## config.mk

```make
export PLATFORM = sky130hd
export DESIGN_NAME = two_contact_key_velocity_tracker
export DESIGN_NICKNAME = d
export VERILOG_FILES = /design/src/design/tcvt_pkg.sv /design/src/design/tcvt_lane.sv /design/src/design/tcvt_merge.sv /design/src/design/two_contact_key_velocity_tracker.sv
export SDC_FILE = /design/constraint.sdc
export NUM_CORES = 1
export LEC_CHECK = 0
export ABC_AREA = 1
export BUFFER_PORTS_ARGS = -buffer_cell sky130_fd_sc_hd__clkbuf_2
export CAP_MARGIN = 20
export CORE_ASPECT_RATIO = 2
export CORE_MARGIN = 3
export CORE_UTILIZATION = 35
export CTS_CLUSTER_SIZE = 30
export DETAILED_ROUTE_END_ITERATION = 6
export GPL_ROUTABILITY_DRIVEN = 0
export PLACE_DENSITY = 0.58
export SYNTH_ARGS = -nofsm -noshare
export SYNTH_HDL_FRONTEND = slang
export SYNTH_SLANG_ARGS = --single-unit
```

## constraint.sdc

```tcl
create_clock -name clk -period 22.3 [get_ports clk]
set_input_delay 3.345 -clock clk [delete_from_list [all_inputs] [get_ports clk]]
set_output_delay 3.345 -clock clk [all_outputs]
set_load 0.01 [all_outputs]
```

## src/design/tcvt_pkg.sv

```systemverilog
package tcvt_pkg;

	localparam int KEY_W             = 5;
	localparam int TICK_W            = 8;
	localparam int CONTACT_W         = 64;
	localparam int NUM_KEYS_DEF      = 29;
	localparam int FIRST_KEY_BIT_DEF = 6;

	// stream widths, padded to whole bytes
	localparam int S_TDATA_W = 72;
	localparam int M_TDATA_W = 16;
	localparam int M_PAD_W   = M_TDATA_W - KEY_W - TICK_W;

	typedef enum logic {
		KIND_PRESS   = 1'b0,
		KIND_RELEASE = 1'b1
	} ev_kind_t;

	// what one key lane reports for the scan on its inputs
	typedef struct packed {
		logic              hit;
		ev_kind_t          kind;
		logic [TICK_W-1:0] elapsed;
	} lane_ev_t;

endpackage

```

## src/design/tcvt_lane.sv

```systemverilog
module tcvt_lane (
	input  logic                           clk,
	input  logic                           arst_n,
	input  logic                           step,
	input  logic                           upper,
	input  logic                           lower,
	input  logic [tcvt_pkg::TICK_W-1:0]    now_tick,
	output tcvt_pkg::lane_ev_t             ev
);

	typedef enum logic [3:0] {
		PH_RELEASED  = 4'b0001,
		PH_PRESSING  = 4'b0010,
		PH_PRESSED   = 4'b0100,
		PH_RELEASING = 4'b1000
	} phase_t;

	phase_t                        phase_q;
	phase_t                        phase_nxt;
	logic [tcvt_pkg::TICK_W-1:0]   start_q;
	logic                          store;

	always_comb begin
		phase_nxt  = phase_q;
		store      = 1'b0;
		ev.hit     = 1'b0;
		ev.kind    = tcvt_pkg::KIND_PRESS;
		ev.elapsed = now_tick - start_q;
		case (phase_q)
			PH_RELEASED: begin
				if (lower && !upper) begin
					phase_nxt = PH_PRESSING;
					store     = 1'b1;
				end
			end
			PH_PRESSING: begin
				if (lower && upper) begin
					phase_nxt = PH_PRESSED;
					ev.hit    = 1'b1;
				end
			end
			PH_PRESSED: begin
				if (lower && !upper) begin
					phase_nxt = PH_RELEASING;
					store     = 1'b1;
				end
			end
			PH_RELEASING: begin
				if (!lower && !upper) begin
					phase_nxt = PH_RELEASED;
					ev.hit    = 1'b1;
					ev.kind   = tcvt_pkg::KIND_RELEASE;
				end
			end
			default: begin
				phase_nxt = PH_RELEASED;
			end
		endcase
	end

	always_ff @(posedge clk or negedge arst_n) begin
		if (!arst_n) begin
			phase_q <= PH_RELEASED;
		end else if (step) begin
			phase_q <= phase_nxt;
		end
	end

	// start stamp is only read from the pressing/releasing phases, which always write it
	always_ff @(posedge clk) begin
		if (step && store) begin
			start_q <= now_tick;
		end
	end

endmodule

```

## src/design/tcvt_merge.sv

```systemverilog
module tcvt_merge #(
	parameter int NUM_KEYS = tcvt_pkg::NUM_KEYS_DEF
) (
	input  logic                                  clk,
	input  logic                                  arst_n,
	input  logic                                  scan_valid,
	output logic                                  scan_ready,
	input  tcvt_pkg::lane_ev_t [NUM_KEYS-1:0]     lane_ev,
	output logic                                  m_axis_tvalid,
	input  logic                                  m_axis_tready,
	output logic [tcvt_pkg::M_TDATA_W-1:0]        m_axis_tdata,
	output logic                                  m_axis_tuser,
	output logic                                  m_axis_tlast
);

	logic [NUM_KEYS-1:0]           pending_q;
	logic [NUM_KEYS-1:0]           kind_q;
	logic [tcvt_pkg::TICK_W-1:0]   elapsed_q [NUM_KEYS];
	logic [NUM_KEYS-1:0]           low_bit;
	logic [NUM_KEYS-1:0]           rest;
	logic [NUM_KEYS-1:0]           hits;
	logic [tcvt_pkg::KEY_W-1:0]    sel_idx;
	logic [tcvt_pkg::TICK_W-1:0]   sel_elapsed;
	logic                          sel_kind;
	logic                          out_free;
	logic                          take;
	logic                          acc;
	logic [tcvt_pkg::KEY_W-1:0]    idx_q;
	logic [tcvt_pkg::TICK_W-1:0]   ela_q;
	logic                          knd_q;
	logic                          last_q;

	always_comb begin
		for (int k = 0; k < NUM_KEYS; k++) begin
			hits[k] = lane_ev[k].hit;
		end
	end

	// lowest pending key goes out first
	assign low_bit = pending_q & (~pending_q + NUM_KEYS'(1));
	assign rest    = pending_q & ~low_bit;

	always_comb begin
		sel_idx     = '0;
		sel_elapsed = '0;
		sel_kind    = 1'b0;
		for (int k = 0; k < NUM_KEYS; k++) begin
			if (low_bit[k]) begin
				sel_idx     = sel_idx | tcvt_pkg::KEY_W'(k);
				sel_elapsed = sel_elapsed | elapsed_q[k];
				sel_kind    = sel_kind | kind_q[k];
			end
		end
	end

	assign out_free   = !m_axis_tvalid || m_axis_tready;
	assign take       = out_free && (pending_q != '0);
	assign scan_ready = (pending_q == '0) || (take && (rest == '0));
	assign acc        = scan_valid && scan_ready;

	always_ff @(posedge clk or negedge arst_n) begin
		if (!arst_n) begin
			pending_q     <= '0;
			m_axis_tvalid <= 1'b0;
		end else begin
			if (acc) begin
				pending_q <= hits;
			end else if (take) begin
				pending_q <= rest;
			end
			if (take) begin
				m_axis_tvalid <= 1'b1;
			end else if (m_axis_tready) begin
				m_axis_tvalid <= 1'b0;
			end
		end
	end

	always_ff @(posedge clk) begin
		if (acc) begin
			for (int k = 0; k < NUM_KEYS; k++) begin
				kind_q[k]    <= lane_ev[k].kind;
				elapsed_q[k] <= lane_ev[k].elapsed;
			end
		end
		if (take) begin
			idx_q  <= sel_idx;
			ela_q  <= sel_elapsed;
			knd_q  <= sel_kind;
			last_q <= (rest == '0);
		end
	end

	assign m_axis_tdata = {{tcvt_pkg::M_PAD_W{1'b0}}, ela_q, idx_q};
	assign m_axis_tuser = knd_q;
	assign m_axis_tlast = last_q;

`ifndef ASSERT_OFF
	a_pick_onehot: assert property (@(posedge clk) disable iff (!arst_n)
		take |-> $onehot(low_bit))
		else $error("merge picked other than one pending key");

	a_acc_drained: assert property (@(posedge clk) disable iff (!arst_n)
		acc |-> (rest == '0))
		else $error("scan taken while events of previous scan still pending");

	a_last_matches: assert property (@(posedge clk) disable iff (!arst_n)
		take && !acc |=> m_axis_tvalid && (m_axis_tlast == (pending_q == '0)))
		else $error("tlast does not match draining of pending events");

	a_no_idle_loss: assert property (@(posedge clk) disable iff (!arst_n)
		(pending_q != '0) && !take |=> pending_q == $past(pending_q))
		else $error("pending events changed without a transfer");
`endif

endmodule

```

## src/design/two_contact_key_velocity_tracker.sv

```systemverilog
// Key velocity tracker for a two-contact keyboard matrix. Each scan transfer
// carries the 64-bit contact word (key k: upper contact at bit FIRST_KEY_BIT+2k,
// lower at the next bit, 1 = closed) and an 8-bit tick stamp. One lane per key
// updates its phase (released, pressing, pressed, releasing) for the whole scan
// in the cycle it is accepted, and completed presses/releases are then sent out
// one per cycle in ascending key order while the output is ready, with elapsed
// = now minus start tick (mod 256) and tlast on the final event of the scan. The
// serial event drain is the limit: a scan with at most one event is taken each
// cycle the output is ready, and one with N events (up to NUM_KEYS) blocks the
// next until they drain. A scan with no completions produces no output transfer.
module two_contact_key_velocity_tracker #(
	parameter int NUM_KEYS      = tcvt_pkg::NUM_KEYS_DEF,
	parameter int FIRST_KEY_BIT = tcvt_pkg::FIRST_KEY_BIT_DEF
) (
	input  logic                              clk,
	input  logic                              arst_n,
	input  logic                              s_axis_tvalid,
	output logic                              s_axis_tready,
	// [63:0] contacts, [71:64] now_tick
	input  logic [tcvt_pkg::S_TDATA_W-1:0]    s_axis_tdata,
	output logic                              m_axis_tvalid,
	input  logic                              m_axis_tready,
	// [4:0] key_index, [12:5] elapsed_ticks, [15:13] zero
	output logic [tcvt_pkg::M_TDATA_W-1:0]    m_axis_tdata,
	// [0] event_kind
	output logic                              m_axis_tuser,
	output logic                              m_axis_tlast
);

	logic [tcvt_pkg::CONTACT_W-1:0]        contacts;
	logic [tcvt_pkg::TICK_W-1:0]           now_tick;
	logic                                  step;
	logic [NUM_KEYS-1:0]                   upper;
	logic [NUM_KEYS-1:0]                   lower;
	tcvt_pkg::lane_ev_t [NUM_KEYS-1:0]     lane_ev;

	assign contacts = s_axis_tdata[tcvt_pkg::CONTACT_W-1:0];
	assign now_tick = s_axis_tdata[tcvt_pkg::CONTACT_W +: tcvt_pkg::TICK_W];
	assign step     = s_axis_tvalid && s_axis_tready;

	for (genvar k = 0; k < NUM_KEYS; k++) begin : g_key
		localparam int UP_POS = FIRST_KEY_BIT + 2 * k;
		localparam int LO_POS = UP_POS + 1;

		if (UP_POS < tcvt_pkg::CONTACT_W) begin : g_up
			assign upper[k] = contacts[UP_POS];
		end else begin : g_up_open
			assign upper[k] = 1'b0;
		end

		if (LO_POS < tcvt_pkg::CONTACT_W) begin : g_lo
			assign lower[k] = contacts[LO_POS];
		end else begin : g_lo_open
			assign lower[k] = 1'b0;
		end

		tcvt_lane u_lane (
			.clk      (clk),
			.arst_n   (arst_n),
			.step     (step),
			.upper    (upper[k]),
			.lower    (lower[k]),
			.now_tick (now_tick),
			.ev       (lane_ev[k])
		);
	end

	tcvt_merge #(
		.NUM_KEYS (NUM_KEYS)
	) u_merge (
		.clk           (clk),
		.arst_n        (arst_n),
		.scan_valid    (s_axis_tvalid),
		.scan_ready    (s_axis_tready),
		.lane_ev       (lane_ev),
		.m_axis_tvalid (m_axis_tvalid),
		.m_axis_tready (m_axis_tready),
		.m_axis_tdata  (m_axis_tdata),
		.m_axis_tuser  (m_axis_tuser),
		.m_axis_tlast  (m_axis_tlast)
	);

endmodule
```

==> reports/results.tsv, run 1 <==
stage	metric	value	unit
outcome	status	finished, final reports clean	
floorplan	Chip Width	228	um
cts	clk_lat worst skew	0.64	ns
global_route	first-pass GRT wire length	138000	um
cts	Post-CTS Resized	0	
sta	Worst Skew	0.0263	ns
worst_setup_path	Critical Path RT	18.95	ns
route	Iteration-0 DRC Markers	1693	
final_layout	layout cells sized above 1	8.28	%
synth	Seq cells post-synth	654	
worst_setup_path	reg2reg start	u_merge.pending_q[1]	
synth	synth unique cells	42	
placement	Cell Area, Placed	36900	um^2
cts	# Post-CTS Setup Buffers	0	
final_layout	layout net count	3900	
global_route	initial antenna violation count	1	
floorplan	core area	97700	um^2
worst_hold_path	Hold/Removal Path Class	reg2reg	
route	DRC errors left	0	
cts	CTS Hold Bufs	0	
floorplan	Starting Density	35.4	%
floorplan	Die H	450	um
route	TritonRoute pass-1 iters	5	
sta	Worst-Margin Slew	1.17	ns
sta	Final TNS setup	0	ns
run	number of max-cap violations	0	
synth	top_reg_cell synth	edfxtp_1	
placement	port bufs	86	
placement	DP HPWL	64000	um
sta	achievable frequency	129	MHz
final_layout	Layout area overhead	12.1	%
cts	CTS tree	yes	
cts	H-tree Lvls	2	
final_layout	Design Area, Final	38700	um^2
floorplan	I/O pin count	96	
power_and_ir_drop	Worst VDD drop	0.358	mV
worst_setup_path	CP Max Fanout	27	
worst_hold_path	min-delay src	g_key[6].u_lane.phase_q[0]	
power_and_ir_drop	Overall Power	6080	uW
final_layout	commonest cells after routing, fill and taps aside	563 x nand2_1, 508 x edfxtp_1, 503 x inv_1	
route	WL/cell	18.1	um
cts	largest buffer count on any clock path	3	
sta	Final Setup Violations	0	
sta	RSZ-0062 raised after global routing	false	
worst_setup_path	crit path from	m_axis_tready	
cts	Worst-path clk slew	0.06	ns
global_route	vias in the first global route	24700	
global_route	gr ovfl total	0	
synth	post-synthesis cell area	34600	um^2
synth	EDFF count, synth	508	
synth	sequential area share after synthesis	54.8	%
floorplan	die area	103000	um^2
final_layout	commonest non-fill, non-tap cell in the layout	nand2_1	
sta	Worst slew margin	21.5	%
synth	Synth top area share	44.2	%
synth	synthesized area per cell	10.1	um^2
power_and_ir_drop	cell area power density	157	nW/um^2
route	Post-DRT Antenna Nets	0	
synth	Synth area leader	edfxtp_1	
route	Total Wirelength	89500	um
sta	Max Slew Vio Count	0	
worst_setup_path	type of origin of the critical path	input pin	
global_route	GRT Resource Usage Total	17.3	%
synth	Post-synth ARST share	22.3	%
cts	Sink Count	654	
synth	Synth warnings	0	
global_route	largest net degree at the start of global routing	129	
worst_setup_path	worst setup path category	in2out	
cts	root buffer cell	clkbuf_16	
sta	final hold vios	0	
synth	Mapped Cells	3428	
cts	Num CTS Buffers	57	
route	Vias/cell	4.93	
power_and_ir_drop	LEAKAGE	0.0168	uW
sta	min Tclk post-route	7.73	ns
route	Via Count	24400	
synth	synth top area cells	edfxtp_1 44%, dfrtp_1 8.5%, ha_1 7.4%, nand2_1 6.1%, inv_1 5.5%	
worst_setup_path	WP data arrival	4.38	ns
floorplan	Core Rows	162	
sta	Final Cycle Share	34.7	%
worst_setup_path	crit end category	output port	
-- per-stage QoR --
stage          hold slack [ns]  util (%)  instances  setup WS, ns
2_1_floorplan            0.468         -       3430         12.60
3_3_place_gp             0.486      37.7       4842         14.56
3_5_place_dp             0.487      37.7       4843         14.56
4_1_cts                  0.497      39.6       4946         14.55
5_1_grt                  0.517      39.6       4949         14.45
6_report                 0.494      39.6       4950         14.57
-- power breakdown --
part           internal, uW  switching (uW)
registers              2080             263
clock network           552             459
logic                   690            2030
-- layout make-up --
class,count,area (um^2)
Timing Repair Buffer,141,853
Sequential cell,654,18900
Antenna cell,2,5.00
Tap cell,1312,1640
Fill cell,9740,59000
Clock buffer,70,1520
Multi-Input combinational cell,2217,13500
Clock inverter,33,320
Inverter,521,1960
-- state kept, by name (all words and copies together) (netlist names) --
register	flops
u_merge.ela_q	8
u_merge.kind_q	29
g_key.u_lane.start_q	232
u_merge.m_axis_tlast	1
u_merge.elapsed_q	232
g_key.u_lane.phase_q	116
u_merge.pending_q	29
u_merge.m_axis_tvalid	1
u_merge.idx_q	5
u_merge.m_axis_tuser	1
-- worst max-delay path, cell delays in order --
cell      delay [ns]
clkbuf_2        0.09
nor2_1          0.20
inv_1           0.09
nand3_1         0.13
nand2_4         0.28
clkbuf_2        0.23
-- worst paths after layout --
path	to	slack, ns	cells past startpoint
max in group asynchronous	u_merge.pending_q[16]	17.80	3
worst min-delay path	g_key[6].u_lane.phase_q[0]	0.49	2
min in group asynchronous	g_key[4].u_lane.phase_q[1]	2.63	1
worst max-delay path	s_axis_tready	14.57	6
worst min register to register	g_key[6].u_lane.phase_q[0]	0.49	2
worst max register to register	u_merge.elapsed_q[0][57]	16.86	12
-- logic make-up (layout without fill, tap and decap cells) --
| kind of cell | Yosys count | after routing | synth area share, % |
|---|---|---|---|
| AND/OR/NAND/NOR | 1207 | 1207 | 15.4 |
| flip-flops | 654 | 654 | 54.8 |
| AO/OA/AOI/OAI | 572 | 572 | 9.32 |
| buffers and inverters | 559 | 765 | 6.25 |
| adder cells (fa/ha/maj) | 232 | 232 | 9.03 |
| XOR/XNOR | 203 | 203 | 5.15 |
| other | 1 | 5 | 0.0109 |
-- cell usage after synthesis (all sizes together) (35+ instances only) --
| master | count |
|---|---|
| ha | 203 |
| a21oi | 201 |
| a22oi | 40 |
| xor2 | 174 |
| inv | 509 |
| nor2 | 300 |
| o21ai | 215 |
| nand4 | 44 |
| nor3 | 46 |
| edfxtp | 508 |
| nand3 | 177 |
| dfrtp | 117 |
| nand2 | 567 |
| nor4 | 35 |
-- per-layer routing --
layer | global-route usage (%) | up-vias | share of wire [%]
met1 | 18.1 | 11700 | 37
li1 | - | 12000 | -
met5 | 0 | - | 0
met2 | 33.8 | 478 | 54
met3 | 1.71 | 197 | 3.1
met4 | 8.55 | 0 | 5.4
Note: power is estimated with default switching activity, not from simulation.
==> run 2, diff against run 1 <==
Settings changed: PLACE_DENSITY 0.58 to 0.6.
Clock period 22.3 ns to 6.25 ns, I/O delays scaled along.
==> run 2 against run 1 <==
Combinational power grew to 3.6 times the previous value; clock power rose to 3.6 times the previous value; first-iteration DRC count down 13%; utilization grew 0.17 points; die area unchanged; hold slack worse by 0.39 ns; non-clock buffer count is 13 higher; global-route usage down 0.37 points; flip-flop and latch count did not move; clock skew shrank 0.0025 ns; final cell count increased by 0.20%; register-to-register slack lost 15 ns; critical endpoint is now u_merge.elapsed_q[0][45]; largest cell class unchanged.
==> reports/results.tsv, run 2 (synthesized netlist as in run 1, its figures left out) <==
stage	metric	value	unit	change
worst_setup_path	type of origin of the critical path	register		
route	Via Count	24500		+0.29%
sta	Max Slew Vio Count	0		unchanged
route	TritonRoute pass-1 iters	6		+1
floorplan	Die H	450	um	unchanged
route	DRC errors left	0		unchanged
worst_hold_path	Hold/Removal Path Class	in2async		
global_route	Global Route met1 Usage	17.4	%	-0.73 points
final_layout	Layout area overhead	12.5	%	
worst_setup_path	crit end category	register		
route	Post-DRT Antenna Nets	0		unchanged
power_and_ir_drop	cell area power density	561	nW/um^2	+260%
route	Total Wirelength	88600	um	-1.0%
sta	Final TNS setup	0	ns	unchanged
sta	RSZ-0062 raised after global routing	false		
sta	Final Setup Violations	0		unchanged
global_route	largest net degree at the start of global routing	139		+7.8%
outcome	status	finished, final reports clean		
sta	Final Cycle Share	72.6	%	
cts	Worst-path clk slew	0.07	ns	about the same
floorplan	core area	97700	um^2	unchanged
global_route	vias in the first global route	24400		-1.4%
final_layout	Regs by FF count	g_key.u_lane.start_q: 232 flops, u_merge.elapsed_q: 232 flops, g_key.u_lane.phase_q: 116 flops		
global_route	gr ovfl total	0		unchanged
floorplan	Starting Density	35.4	%	unchanged
route	WL/cell	17.9	um	-1.2%
cts	largest buffer count on any clock path	3		unchanged
final_layout	fillers	9595		-1.5%
power_and_ir_drop	Worst VDD drop	0.704	mV	+97%
cts	Post-CTS Resized	0		unchanged
worst_setup_path	Critical Path RT	6.53	ns	-12.42 ns
global_route	initial antenna violation count	1		unchanged
floorplan	Chip Width	228	um	unchanged
floorplan	die area	103000	um^2	unchanged
sta	Hold WS	0.101	ns	-0.393 ns
global_route	met2 Use GR	32.8	%	-0.98 points
sta	Worst slew margin	15.6	%	-6.0 points
sta	Worst Skew	0.0238	ns	-0.00253 ns
final_layout	layout net count	3911		+0.28%
cts	# Post-CTS Setup Buffers	0		unchanged
cts	Num CTS Buffers	55		-3.5%
cts	H-tree Lvls	2		unchanged
cts	clk_lat worst skew	0.63	ns	about the same
global_route	GRT Max-Usage Layer	met2		
cts	CTS tree	yes		
final_layout	commonest cells after routing, fill and taps aside	564 x nand2_1, 508 x edfxtp_1, 503 x inv_1		
final_layout	layout cells sized above 1	8.61	%	+0.33 points
power_and_ir_drop	LEAKAGE	0.0168	uW	+0.42%
floorplan	I/O pin count	96		unchanged
final_layout	non-filler cells, final	4960		+0.20%
worst_setup_path	WP data arrival	4.81	ns	+0.43 ns
route	Vias/cell	4.93		about the same
sta	achievable frequency	220	MHz	
sta	Worst-Margin Slew	1.25	ns	+0.0822 ns
global_route	first-pass GRT wire length	134000	um	-2.3%
global_route	GRT Resource Usage Total	16.9	%	-0.37 points
worst_setup_path	CP Max Fanout	71		+160%
final_layout	commonest non-fill, non-tap cell in the layout	nand2_1		
global_route	GR Util met3	1.62	%	-0.082 points
sta	final hold vios	0		unchanged
cts	CTS Hold Bufs	0		unchanged
placement	port bufs	86		unchanged
worst_setup_path	worst setup path category	reg2reg		
placement	DP HPWL	63900	um	-0.11%
sta	min Tclk post-route	4.54	ns	
placement	DP Cell Count	4853		+0.21%
cts	Sink Count	654		unchanged
floorplan	Core Rows	162		unchanged
route	Iteration-0 DRC Markers	1468		-13%
cts	root buffer cell	clkbuf_16		
run	number of max-cap violations	0		unchanged
## run 2: where the power goes
| group | internal, uW | switching, uW |
|---|---|---|
| sequential | 7390 | 891 |
| clock | 2020 | 1630 |
| combinational | 2590 | 7280 |
| total | 12000 | 9810 |
## run 2: area by class of cell
| type | count | area [um^2] | share of cell area [%] |
|---|---|---|---|
| Antenna cell | 1 | 2.50 | 0.00644 |
| Clock buffer | 62 | 1420 | 3.66 |
| Clock inverter | 39 | 457 | 1.17 |
| Inverter | 521 | 1960 | 5.04 |
| Multi-Input combinational cell | 2217 | 13500 | 34.6 |
| Sequential cell | 654 | 18900 | 48.7 |
| Tap cell | 1312 | 1640 | 4.22 |
| Timing Repair Buffer | 154 | 995 | 2.56 |
## run 2: metrics by stage
step                utilization (%)  setup WS (ns)  instance area, um^2  power, uW
finish                         39.8           1.71                38900      21800
detailed placement             37.8           1.71                37000      18300
global placement               37.8           1.75                37000      18100
CTS                            39.8           1.71                38900      22000
floorplan                         -          0.435                34600      14600
global route                   39.8           1.29                38900      23200
## run 2: final timing paths
path / from / to / slack (ns) / cells after the start
setup reg to reg: u_merge.pending_q[1] / u_merge.elapsed_q[0][45] / 1.71 / 15
min in group clk: g_key[6].u_lane.phase_q[0] / g_key[6].u_lane.phase_q[0] / 0.49 / 2
hold reg to reg: g_key[6].u_lane.phase_q[0] / g_key[6].u_lane.phase_q[0] / 0.49 / 2
max in group asynchronous: arst_n / g_key[23].u_lane.phase_q[3] / 4.94 / 2
setup / recovery: u_merge.pending_q[1] / u_merge.elapsed_q[0][45] / 1.71 / 15
hold / removal: arst_n / g_key[4].u_lane.phase_q[1] / 0.10 / 1
## run 2: per-layer routing
metal,part of all wire [%],vias to the layer above,wire (um)
met3,3.0,205,2670
li1,-,12100,-
met1,37,11700,32700
met2,54,488,47800
met4,6.2,0,5460
met5,0,-,0
## run 2: critical path: stages (launching register included)
cell        delay, ns
dfrtp_1          0.62
nor2_4           0.24
nand2_1          0.13
nor2_2           0.49
nor2_1           0.12
nor2_1           0.11
nand2_1          0.06
nor2_1           0.13
nand3_1          0.16
nor2_1           0.15
nand3_1          0.12
nand2_4          0.35
nand2_1          0.12
buf_4            0.25
clkinvlp_4       0.60
buf_12           0.40
==> run 3, diff against run 2 <==
Clock period 6.25 ns to 3.7 ns, I/O delays scaled along.
==> run 3 against run 2 <==
Register-to-register slack got worse by 1.4 ns; utilization rose by 0.88 points; total power rose by 79%; cell area rose by 2.2%; critical path type is now reg2out; critical endpoint is now s_axis_tready; largest power group unchanged; highest routed layer unchanged.
==> reports/results.tsv, run 3 (synthesized netlist as in run 1, its figures left out) <==
stage	metric	value	unit	change
sta	Max Slew Vio Count	0		unchanged
route	Total Wirelength	91800	um	+3.6%
sta	Hold WS	0.228	ns	+0.127 ns
final_layout	Inserted Diodes	0		-1
sta	min Tclk post-route	3.56	ns	
sta	final hold vios	0		unchanged
final_layout	layout net count	3961		+1.3%
route	TritonRoute pass-1 iters	5		-1
power_and_ir_drop	cell area power density	980	nW/um^2	+75%
cts	root buffer cell	clkbuf_16		
global_route	first-pass GRT wire length	138000	um	+3.0%
floorplan	Chip Width	228	um	unchanged
cts	Num CTS Buffers	57		+3.6%
cts	CTS tree	yes		
sta	Final Cycle Share	96.2	%	
cts	clk_lat worst skew	0.63	ns	about the same
power_and_ir_drop	LEAKAGE	0.0173	uW	+2.7%
global_route	GRT Resource Usage Total	17.5	%	+0.57 points
sta	Final TNS setup	0	ns	unchanged
placement	DP HPWL	66800	um	+4.4%
final_layout	Regs by FF count	g_key.u_lane.start_q: 232 flops, u_merge.elapsed_q: 232 flops, g_key.u_lane.phase_q: 116 flops		
worst_hold_path	Hold/Removal Path Class	in2reg		
floorplan	Starting Density	35.4	%	unchanged
worst_setup_path	crit end category	output port		
global_route	largest net degree at the start of global routing	59		-58%
route	Vias/cell	4.96		+0.59%
floorplan	die area	103000	um^2	unchanged
floorplan	core area	97700	um^2	unchanged
cts	Sink Count	654		unchanged
sta	RSZ-0062 raised after global routing	false		
final_layout	commonest non-fill, non-tap cell in the layout	nand2_1		
global_route	initial antenna violation count	0		-1
cts	Worst-path clk slew	0.07	ns	about the same
global_route	gr ovfl total	0		unchanged
sta	Worst slew margin	40.9	%	+25 points
floorplan	I/O pin count	96		unchanged
worst_setup_path	Critical Path RT	3.14	ns	-3.39 ns
worst_setup_path	WP data arrival	3.00	ns	-1.81 ns
run	number of max-cap violations	0		unchanged
sta	Final Setup Violations	0		unchanged
route	Via Count	24900		+1.7%
placement	port bufs	86		unchanged
power_and_ir_drop	Overall Power	38900	uW	+79%
power_and_ir_drop	Worst VDD drop	1.15	mV	+64%
floorplan	Die H	450	um	unchanged
route	Iteration-0 DRC Markers	1453		-1.0%
final_layout	layout cells sized above 1	10.4	%	+1.8 points
final_layout	fillers	9540		-0.57%
route	Post-DRT Antenna Nets	0		unchanged
worst_setup_path	worst setup path category	reg2out		
sta	achievable frequency	281	MHz	
worst_setup_path	type of origin of the critical path	register		
worst_setup_path	CP Max Fanout	5		-93%
floorplan	Core Rows	162		unchanged
final_layout	Layout area overhead	15.0	%	
route	DRC errors left	0		unchanged
cts	H-tree Lvls	2		unchanged
sta	Worst-Margin Slew	0.887	ns	-0.368 ns
sta	Worst Skew	0.0192	ns	-0.00458 ns
outcome	status	finished, final reports clean		
route	WL/cell	18.3	um	+2.5%
final_layout	commonest cells after routing, fill and taps aside	560 x nand2_1, 508 x edfxtp_1, 503 x inv_1		
final_layout	register area	18900	um^2	about the same
global_route	vias in the first global route	24800		+1.7%
cts	largest buffer count on any clock path	3		unchanged
final_layout	Multi-input gate area	13600	um^2	+0.84%
[run 3: cell count changes in the layout (fill, tap and decap cells not counted), sizes merged]
cell | previous run | this run
buf | 75 | 119
clkbuf | 141 | 148
bufinv | 9 | 14
clkinvlp | 9 | 5
bufbuf | 0 | 2
clkinv | 31 | 29
nor2 | 300 | 302
diode | 1 | 0
dlygate4sd3 | 0 | 1
[run 3: area by class of cell]
class | count | area share, %
Multi-Input combinational cell | 2219 | 34.2
Tap cell | 1312 | 4.13
Sequential cell | 654 | 47.7
Inverter | 521 | 4.93
Timing Repair Buffer | 200 | 3.85
Clock inverter | 38 | 1.42
Clock buffer | 70 | 3.84
[run 3: path summary, 6_finish.rpt]
| check | start | end | depth (start not counted) | slack [ns] |
|---|---|---|---|---|
| setup / recovery | u_merge.pending_q[1] | s_axis_tready | 14 | 0.14 |
| hold / removal | m_axis_tready | u_merge.pending_q[28] | 4 | 0.23 |
| setup reg to reg | u_merge.pending_q[1] | g_key[6].u_lane.start_q[7] | 16 | 0.31 |
| hold reg to reg | g_key[6].u_lane.phase_q[0] | g_key[6].u_lane.phase_q[0] | 2 | 0.49 |
| max in group asynchronous | arst_n | g_key[21].u_lane.phase_q[0] | 3 | 2.34 |
| min in group asynchronous | arst_n | g_key[5].u_lane.phase_q[1] | 2 | 0.45 |
[run 3: repair_timing]
action | in CTS | in global routing
gates cloned | 3 | 1
endpoints found under the hold margin | 40 | 0
buffers inserted | 0 | 2
setup endpoints to repair | 1 | 1
pin swaps | 1 | 4
resized for setup | 8 | 19
hold buffers | 1 | 0
[run 3: critical path, cell delays in order (launching register included)]
cell and delay, ns:
dfrtp_1 0.41, nor2_4 0.22, nand2_4 0.13, nor2_4 0.26
buf_4 0.19, nand2_1 0.06, nand2_1 0.08, nand2_1 0.05
nor2_1 0.11, nand3_1 0.16, nor2_2 0.20, nand3_2 0.13
nand2_4 0.13, buf_16 0.13, clkbuf_2 0.13
[run 3: per-layer routing]
layer	part of all wire [%]	GRT usage, %
met4	6.4	10.4
met5	0	0
met3	3.1	1.70
met1	36	17.7
met2	54	34.1
[run 3: metrics by stage]
step / std cells / setup slack, ns / utilization [%] / area, um^2
6_report: 5014 / 0.141 / 40.7 / 39700
5_1_grt: 5014 / 0.0504 / 40.7 / 39700
4_1_cts: 5011 / 0.0149 / 40.6 / 39700
3_5_place_dp: 4899 / 0.262 / 38.3 / 37400
3_3_place_gp: 4899 / 0.304 / 38.3 / 37400
2_1_floorplan: 3430 / -1.90 / - / 34600
[run 3: report_power, final]
part	internal [uW]	switching, uW
combinational	5620	12800
sequential	12400	1470
clock	3920	2790
